## config.mk

```make
export PLATFORM = sky130hd
export DESIGN_NAME = saa_frac_div
export DESIGN_NICKNAME = d
export VERILOG_FILES = /design/src/hw/rtl/saa_pkg.sv /design/src/hw/rtl/saa_frac_div.sv
export SDC_FILE = /design/constraint.sdc
export NUM_CORES = 1
export LEC_CHECK = 0
export BUFFER_PORTS_ARGS = -buffer_cell sky130_fd_sc_hd__buf_2
export CAP_MARGIN = 15
export CORE_AREA = 2 2 112 114
export CTS_CLUSTER_SIZE = 24
export DETAILED_ROUTE_END_ITERATION = 7
export DIE_AREA = 0 0 114 116
export GPL_TIMING_DRIVEN = 1
export SYNTH_ARGS = -nofsm -noshare
export SYNTH_HDL_FRONTEND = slang
export SYNTH_SLANG_ARGS = --single-unit
export TNS_END_PERCENT = 10
```

## constraint.sdc

```tcl
create_clock -name clk -period 9 [get_ports clk]
set_input_delay 2.25 -clock clk [delete_from_list [all_inputs] [get_ports clk]]
set_output_delay 2.25 -clock clk [all_outputs]
set_load 0.01 [all_outputs]
```

## src/hw/rtl/saa_pkg.sv

```systemverilog
package saa_pkg;

  localparam int MaxRegionsDef = 256;
  localparam int MaxDimDef = 8192;
  localparam int UvFracBitsDef = 16;

  localparam int DimW = 14;
  localparam int UvW = 17;
  localparam int StW = 3;
  localparam int IdW = 8;
  localparam int RidW = 9;

  localparam logic [DimW-1:0] DimMin = 14'd16;
  localparam logic [DimW-1:0] DimReset = 14'd1024;

  typedef enum logic [StW-1:0] {
    ST_OK       = 3'd0,
    ST_FULL     = 3'd1,
    ST_NO_SPACE = 3'd2,
    ST_TOO_WIDE = 3'd3,
    ST_UNKNOWN  = 3'd4
  } status_t;

  localparam logic OP_ADD = 1'b0;
  localparam logic OP_QUERY = 1'b1;

  localparam logic CFG_WIDTH = 1'b0;
  localparam logic CFG_HEIGHT = 1'b1;

  typedef struct packed {
    logic            opcode;
    logic [DimW-1:0] tex_width;
    logic [DimW-1:0] tex_height;
    logic [RidW-1:0] region_id;
  } in_item_t;

  typedef struct packed {
    logic [StW-1:0] status;
    logic [IdW-1:0] assigned_id;
    logic [UvW-1:0] u_start;
    logic [UvW-1:0] v_start;
    logic [UvW-1:0] u_end;
    logic [UvW-1:0] v_end;
  } out_item_t;

  // Region record stored in the table.
  typedef struct packed {
    logic [DimW-1:0] x;
    logic [DimW-1:0] y;
    logic [DimW-1:0] w;
    logic [DimW-1:0] h;
  } region_t;

endpackage

```

## src/hw/rtl/saa_frac_div.sv

```systemverilog
module saa_frac_div #(
  parameter int UV_FRAC_BITS = saa_pkg::UvFracBitsDef
) (
  input  logic                    clk,
  input  logic                    rst,
  input  logic                    start,
  input  logic [14:0]             coord,
  input  logic [13:0]             dim,
  output logic                    done,
  output logic [saa_pkg::UvW-1:0] frac
);
  import saa_pkg::*;

  localparam int QW = 15 + UV_FRAC_BITS;
  localparam int CntW = $clog2(QW + 1);
  localparam logic [QW-1:0] One = QW'(1) << UV_FRAC_BITS;

  logic [QW-1:0]   dividend;
  logic [QW-1:0]   quot;
  logic [14:0]     rem;
  logic [13:0]     divisor;
  logic [CntW-1:0] cnt;
  logic            busy;
  logic [15:0]     trial;
  logic [14:0]     rem_shift;

  // Restoring division, one quotient bit per cycle.
  always_comb begin
    trial = {rem, dividend[QW-1]} - {2'b00, divisor};
    rem_shift = {rem[13:0], dividend[QW-1]};
  end

  always_ff @(posedge clk) begin
    if (rst) begin
      busy <= 1'b0;
      done <= 1'b0;
      cnt <= '0;
    end else begin
      done <= 1'b0;
      if (start) begin
        busy <= 1'b1;
        cnt <= CntW'(QW);
        dividend <= QW'(coord) << UV_FRAC_BITS;
        divisor <= dim;
        rem <= '0;
        quot <= '0;
      end else if (busy) begin
        dividend <= dividend << 1;
        if (!trial[15]) begin
          rem <= trial[14:0];
          quot <= {quot[QW-2:0], 1'b1};
        end else begin
          rem <= rem_shift;
          quot <= {quot[QW-2:0], 1'b0};
        end
        cnt <= cnt - 1'b1;
        if (cnt == CntW'(1)) begin
          busy <= 1'b0;
          done <= 1'b1;
        end
      end
    end
  end

  // Saturate to one.
  always_comb begin
    if (quot > One) frac = UvW'(One);
    else frac = UvW'(quot);
  end
endmodule

```

# == Yosys cells after proc, flatten, opt, wreduce, memory -nomap -nowiden ==
# Cells that the tools add are included.
# Widths: inputs -> output; s select.
# totals
reg_bits,97
in_bits,32
output_inout_bits,18
word_cells,31
# op_classes
n_addsub,2
order_cmp,1
n_eq_ne,1
n_mux,13
n_bitwise,2
reduce_logical,4
# ops
op,n
$mux 31,3
$gt 31x17->1 const B,1
$mux 15,2
$mux 17,1
$sub 16x14->16,1
$mux 5,2
$eq 5x1->1 const B,1
$mux 1,5
$sub 5x1->5 const B,1
$reduce_and 2->1,2
$reduce_or 3->1,1
$not 1->1,2
$reduce_bool 2->1,1

# == Depth between registers and ports, before layout ==
# Gate-level depths: netlist of run 1.
# logic_depth
word_depth,4
mapped_depth,11
depth_no_buf,11

# == Worst setup path before layout of run 1 ==
# No wires, ideal clock.
# synth_timing
path_kind,input to register
from,input port rst
to,"register dividend[16], enable pin"
t_arrival_ps,5022
required_time_ps,8518
setup_slack_ps,3496
cell_stages,2
n_path_buf,1
path_cell_list,clkbuf_1 > nor2_1
# synth_between
elab_chain_cells,2
# synth_lines
element,line_no,source
"start, declared",saa_frac_div.sv:5,"input logic rst,"
$not 1->1 (no source line),n/a,
$reduce_and 2->1 (no source line),n/a,
"end signal, assigned",saa_frac_div.sv:43,dividend <= QW'(coord) << UV_FRAC_BITS;
"end signal, assigned",saa_frac_div.sv:48,dividend <= dividend << 1;
"end, declared",saa_frac_div.sv:18,logic [QW-1:0] dividend;
# No other way between the ends.
# A chain may end at the register's enable or synchronous reset.

# == Worst setup path in the final report of run 1 ==
# layout_timing
from,register quot[4]
to,output port frac[3] in the netlist's numbering
# layout_between
elab_chain_cells,2
# layout_lines
element,line_no,source
"start, declared",saa_frac_div.sv:19,logic [QW-1:0] quot;
"start signal, assigned",saa_frac_div.sv:51,"quot <= {quot[QW-2:0], 1'b1};"
"start signal, assigned",saa_frac_div.sv:54,"quot <= {quot[QW-2:0], 1'b0};"
$gt 31x17->1,saa_frac_div.sv:67,if (quot > One) frac = UvW'(One);
$mux 17,saa_frac_div.sv:67,
"end, declared",saa_frac_div.sv:10,output logic [saa_pkg::UvW-1:0] frac
# No other way between the ends.

==> results.sh, run 1 <==
export IMPL_h_tree_depth=3
export IMPL_p_switching_w=0.0002600
export IMPL_port_buffers=49
export IMPL_finalCriticalPeriod_ns=4.560
export IMPL_crit_arrival_ns=2.31
export IMPL_placed_cell_area_sq_um=4537
export IMPL_clk_path_buf_depth=2
export IMPL_p_leak_nw=1.915
export IMPL_firstDrtPassIters=4
export IMPL_tns_ns=0
export IMPL_pwr_share_comb=0.173
export IMPL_hp_class="reg -> reg"
export IMPL_p_int_w=0.0007475
export IMPL_root_buffer="clkbuf_16"
export IMPL_clock_latency_ns=0.34
export IMPL_grt_antenna_before_repair=0
export IMPL_initial_core_util=0.3481
export IMPL_first_global_vias=2473
export IMPL_post_cts_buffers=0
export IMPL_wl_per_cell_microns=14.03
export IMPL_yosysTopAreaCellShare=0.5432
export IMPL_ys_types=49
export IMPL_clock_sinks=82
export IMPL_cp_end_kind="primary output"
export IMPL_synth_seq_area_share=0.5769
export IMPL_avgSynthCellArea_sq_um=12.57
export IMPL_cts_repair_resized=0
export IMPL_area_growth_pct=16.51
export IMPL_synth_edff_count=75
export IMPL_grt_ovfl_total=0
export IMPL_ant_nets=0
export IMPL_wirelength_microns=7505
export IMPL_p_seq_frac=0.465
export IMPL_required_ns=6.75
export IMPL_status="completed"
export IMPL_finalHoldViolCount=0
export IMPL_crit_fanout=16
export IMPL_grtUsageTotal=0.1210
export IMPL_path_class="reg -> out"
export IMPL_grt_max_degree=66
export IMPL_nNetsFinal=432
export IMPL_slew_viol_final=0
export IMPL_relSlewSlack=0.4676
export IMPL_utilization=0.4056
export IMPL_swShare=0.2580
export IMPL_netlist_instances=330
export IMPL_finalSetupViolCount=0
export IMPL_clock_skew_ns=0.004111
export IMPL_drive_gt1_frac=0.2526
export IMPL_antenna_cells=0
export IMPL_power_density_nw_per_um2=208.6
export IMPL_ys_warn_count=0
export IMPL_crit_path_start_kind="flip-flop"
export IMPL_vias=2623
export IMPL_rsz0062_at_grt="no"
export IMPL_maxCapViolations=0
export IMPL_tightest_slew_ns=0.7986
export IMPL_globalplace_congestion=0.7873
export IMPL_fp_coreArea_sq_um=11910
export IMPL_max_vdd_ir_drop_uv=158.1
export IMPL_cts_reportedPaths_clkPinSlew_ns=0.06
export IMPL_grt_pass1_wl_microns=12360
export IMPL_synthFlopType="edfxtp_1"
export IMPL_dieArea_sq_um=13220
export IMPL_rows=40
export IMPL_via_per_inst=4.903
export IMPL_io_pins=50
export IMPL_hold_buffers=0
export IMPL_dieWidth_microns=114
export IMPL_synth_fp_nets=379
export IMPL_drc=0
export IMPL_syn_cell_area_sq_um=4146
export IMPL_min_period_over_period=0.5067
export IMPL_power_share_clock=0.362
export IMPL_cts_buffers=9
export IMPL_fmax_mhz=219.3
export IMPL_synthArstFlopShare=0
export IMPL_synth_top_area_cell="edfxtp_1"
export IMPL_place_hpwl_microns=5085
export IMPL_die_h_microns=116
export IMPL_fin_area_sq_um=4831
export IMPL_synth_area_leaders="edfxtp_1, nor2b_1, ha_1"
export IMPL_dr_first_iter_drc_count=100
export IMPL_cts_tree="built"
export IMPL_synth_seq_cells=82
export IMPL_timing_hold_ws_ns=0.5509
logic make-up after synthesis:
kind of cell | after synthesis | synth area share
simple gates | 117 | 0.1620
flops | 82 | 0.5769
xor+xnor | 15 | 0.03168
buf+inv | 29 | 0.03380
fa+ha+maj | 17 | 0.05311
compound gates | 45 | 0.07665
mux | 25 | 0.06578
routing by layer:
layer / vias to the layer above / wire length, microns / track usage
li1: 1308 / - / -
met1: 1266 / 3814 / 0.1687
met2: 36 / 3277 / 0.1738
met3: 13 / 209 / 0.02510
met4: 0 / 204 / 0.07236
met5: - / 0 / 0
per-stage QoR:
stage               total power (W)  setup slack (ns)  std cells
CTS                        0.001019             4.374        535
global placement          0.0006480             4.629        519
floorplan                 0.0006168             3.496        330
detailed placement        0.0006513             4.589        519
global route               0.001060             4.215        535
finish                     0.001008             4.440        535
worst max-delay path, cell delays in order, from the launching register on:
cell	delay, ns
edfxtp_1	0.42
nor4_1	0.37
nand4_1	0.14
a21oi_1	0.66
and2_1	0.24
buf_2	0.14
flip-flops by register name, indices dropped and copies added (netlist names):
signal    cells
quot         31
dividend     15
cnt           5
done          1
rem          15
busy          1
divisor      14
final timing paths:
kind / from / to / slack (ns) / depth (start not counted)
setup reg to reg: dividend[30] / rem[14] / 5.76 / 10
setup / recovery: quot[4] / frac[3] / 4.44 / 5
hold / removal: dividend[28] / dividend[29] / 0.55 / 1
hold reg to reg: dividend[28] / dividend[29] / 0.55 / 1
power by group through the flow:
stage	clock [W]	sequential, W	combinational [W]
floorplan	0	0.000472	0.000144
global placement	0	0.000476	0.000172
detailed placement	0	0.000477	0.000175
CTS	0.000375	0.000469	0.000175
global route	0.000392	0.000472	0.000195
finish	0.000365	0.000469	0.000174
cells in the mapped netlist (3+ instances only):
cell / instances
nand2_1: 10
mux2_2: 14
clkbuf_1: 7
and2_1: 17
edfxtp_1: 75
o21ai_0: 7
nor2b_1: 33
a21oi_1: 18
nor4_1: 7
xor2_1: 4
a21o_1: 4
ha_1: 16
o21a_1: 4
nor2_1: 25
inv_1: 19
mux2i_1: 10
xnor2_1: 11
dfxtp_1: 7
nand4_1: 3
cell usage in the layout (no fill, tap or decap), types with 10 or more instances in the layout:
cell      instances
and2_1           17
mux2i_1          10
nor2_1           24
inv_1            19
nand2_1          10
nor2b_1          33
mux2_2           14
a21oi_1          18
xnor2_1          11
buf_2            49
edfxtp_1         75
ha_1             16
layout make-up:
cell class	instances	area (sq um)
Clock buffer	10	229.0
Fill cell	1167	7081
Tap cell	147	183.9
Multi-Input combinational cell	219	1622
Sequential cell	82	2392
Inverter	19	71.32
Timing Repair Buffer	52	267.8
Clock inverter	6	65.06
(Power assumes the default switching activity.)
==> inputs of run 2 (changes only) <==
Clock period 9 ns to 3.8 ns, I/O delays scaled along.
==> run 2 against run 1 <==
Total power increased by 130%. Die area unchanged. Sequential power increased by 140%. Worst setup slack got worse by 3.7 ns. Worst hold slack improved by 0.0017 ns. Wire length increased by 0.45%. First-iteration DRC count decreased by 17%. Clock power increased by 120%. Non-clock buffer count increased by 1. Design area about the same. Clock skew increased by 0.0058 ns. Highest routed layer unchanged.
==> results.sh, run 2 (synthesized netlist as in run 1, its figures left out) <==
export IMPL_fp_coreArea_sq_um=11910
export IMPL_clock_sinks=82
export IMPL_wirelength_microns=7539
export IMPL_hold_buffers=0
export IMPL_pwr_share_comb=0.175
export IMPL_largest_register_ffs=31
export IMPL_root_buffer="clkbuf_16"
export IMPL_multi_input_area_sq_um=1622
export IMPL_finalHoldViolCount=0
export IMPL_power_share_clock=0.349
export IMPL_antenna_cells=0
export IMPL_die_h_microns=116
export IMPL_post_cts_buffers=0
export IMPL_tightest_slew_ns=0.5000
export IMPL_path_class="reg -> reg"
export IMPL_crit_arrival_ns=3.20
export IMPL_finalCriticalPeriod_ns=3.108
export IMPL_rsz0062_at_grt="no"
export IMPL_nNetsFinal=433
export IMPL_power_density_nw_per_um2=482.3
export IMPL_final_common_cell="edfxtp_1"
export IMPL_relSlewSlack=0.6667
export IMPL_layout_common_cells="edfxtp_1, buf_2, nor2b_1"
export IMPL_grtUsageTotal=0.1200
export IMPL_grt_antenna_before_repair=0
export IMPL_fmax_mhz=321.8
export IMPL_drc=0
export IMPL_critPathCapture="rem[14]"
export IMPL_dieWidth_microns=114
export IMPL_p_int_w=0.001711
export IMPL_io_pins=50
export IMPL_place_hpwl_microns=5105
export IMPL_cts_tree="built"
export IMPL_h_tree_depth=3
export IMPL_tns_ns=0
export IMPL_crit_fanout=3
export IMPL_port_buffers=49
export IMPL_clock_latency_ns=0.34
export IMPL_p_switching_w=0.0006213
export IMPL_grt_pass1_wl_microns=12180
export IMPL_hp_class="reg -> reg"
export IMPL_dr_first_iter_drc_count=83
export IMPL_fin_area_sq_um=4835
export IMPL_r2r_setup_slack_ns=0.69
export IMPL_crit_path_start_kind="flip-flop"
export IMPL_swShare=0.2664
export IMPL_grt_ovfl_total=0
export IMPL_firstDrtPassIters=4
export IMPL_wl_per_cell_microns=14.07
export IMPL_finalSetupViolCount=0
export IMPL_slew_viol_final=0
export IMPL_required_ns=3.89
export IMPL_drive_gt1_frac=0.2545
export IMPL_cts_repair_resized=0
export IMPL_max_vdd_ir_drop_uv=213.9
export IMPL_p_seq_frac=0.476
export IMPL_status="completed"
export IMPL_initial_core_util=0.3481
export IMPL_cts_buffers=9
export IMPL_rows=40
export IMPL_fill_cells=1158
export IMPL_min_period_over_period=0.8179
export IMPL_cp_end_kind="flip-flop"
export IMPL_ff_latch_area_sq_um=2392
export IMPL_p_leak_nw=1.908
export IMPL_dieArea_sq_um=13220
export IMPL_area_growth_pct=16.60
export IMPL_cts_reportedPaths_clkPinSlew_ns=0.07
export IMPL_r2r_end="rem[14]"
export IMPL_ant_nets=0
export IMPL_critPathLaunch="dividend[30]"
export IMPL_placed_cell_area_sq_um=4557
export IMPL_rr_startpoint="dividend[30]"
export IMPL_first_global_vias=2501
export IMPL_regMostFlops="quot"
export IMPL_maxCapViolations=0
export IMPL_biggestRegsByFlops="quot x31, dividend x15, rem x15"
export IMPL_via_per_inst=4.866
export IMPL_vias=2608
export IMPL_clock_skew_ns=0.009882
export IMPL_reg2reg_depth=10
export IMPL_globalplace_congestion=0.8128
export IMPL_grt_max_degree=52
export IMPL_clk_path_buf_depth=2
==> run 2: cell count changes in the layout (fill, tap and decap cells not counted) <==
cell,change
clkinvlp_4,+2
buf_12,+1
clkinv_2,-2
clkinv_4,-1
inv_6,+2
bufinv_16,-1
==> run 2: layer usage <==
metal,routed length [microns],GRT usage,vias to the layer above,part of all wire
met1,3682,0.1652,1258,0.49
li1,-,-,1300,-
met2,3307,0.1698,38,0.44
met3,357,0.03086,12,0.047
met4,192,0.07317,0,0.025
met5,0,0,-,0
==> run 2: area by class of cell <==
cell class | instances | area share
clock buffers | 10 | 0.04736
clock inverters | 6 | 0.01009
inverters | 19 | 0.01475
multi-input cells | 219 | 0.3354
flip-flops and latches | 82 | 0.4948
well taps | 147 | 0.03804
repair buffers | 53 | 0.05952
==> run 2: worst max-delay path, cell delays in order, from the launching register on <==
cell	delay, ns
edfxtp_1	0.38
inv_1	0.07
ha_1	0.15
inv_1	0.05
fa_1	0.39
a21oi_1	0.23
o211ai_1	0.18
o32ai_1	0.45
o21ai_0	0.25
a2111oi_2	0.38
mux2_4	0.33
==> run 2: power by group through the flow <==
stage                     combinational, W  clock, W  sequential, W
final                             0.000409  0.000813        0.00111
after global routing              0.000465  0.000874        0.00112
after CTS                         0.000414  0.000835        0.00111
after detailed placement          0.000413         0        0.00113
after global placement            0.000404         0        0.00113
after floorplan                   0.000343         0        0.00112
==> run 2: worst min-delay path by stage <==
stage | from | to | cells past startpoint
5_1_grt | dividend[22] | dividend[23] | 1
2_1_floorplan | dividend[24] | dividend[25] | 1
4_1_cts | dividend[22] | dividend[23] | 1
6_report | dividend[22] | dividend[23] | 1
3_3_place_gp | dividend[22] | dividend[23] | 1
3_5_place_dp | dividend[25] | dividend[26] | 1
==> run 2: stage by stage <==
stage               hold slack, ns  setup WS (ns)  cells  total power, W  utilization
floorplan                   0.5246         0.6280    330        0.001459            -
global placement            0.5324         0.8214    520        0.001531       0.3826
detailed placement          0.5382         0.7576    520        0.001540       0.3826
CTS                         0.5566         0.7468    536        0.002359       0.4059
global route                0.5682         0.5024    536        0.002457       0.4059
finish                      0.5527         0.6921    536        0.002332       0.4059
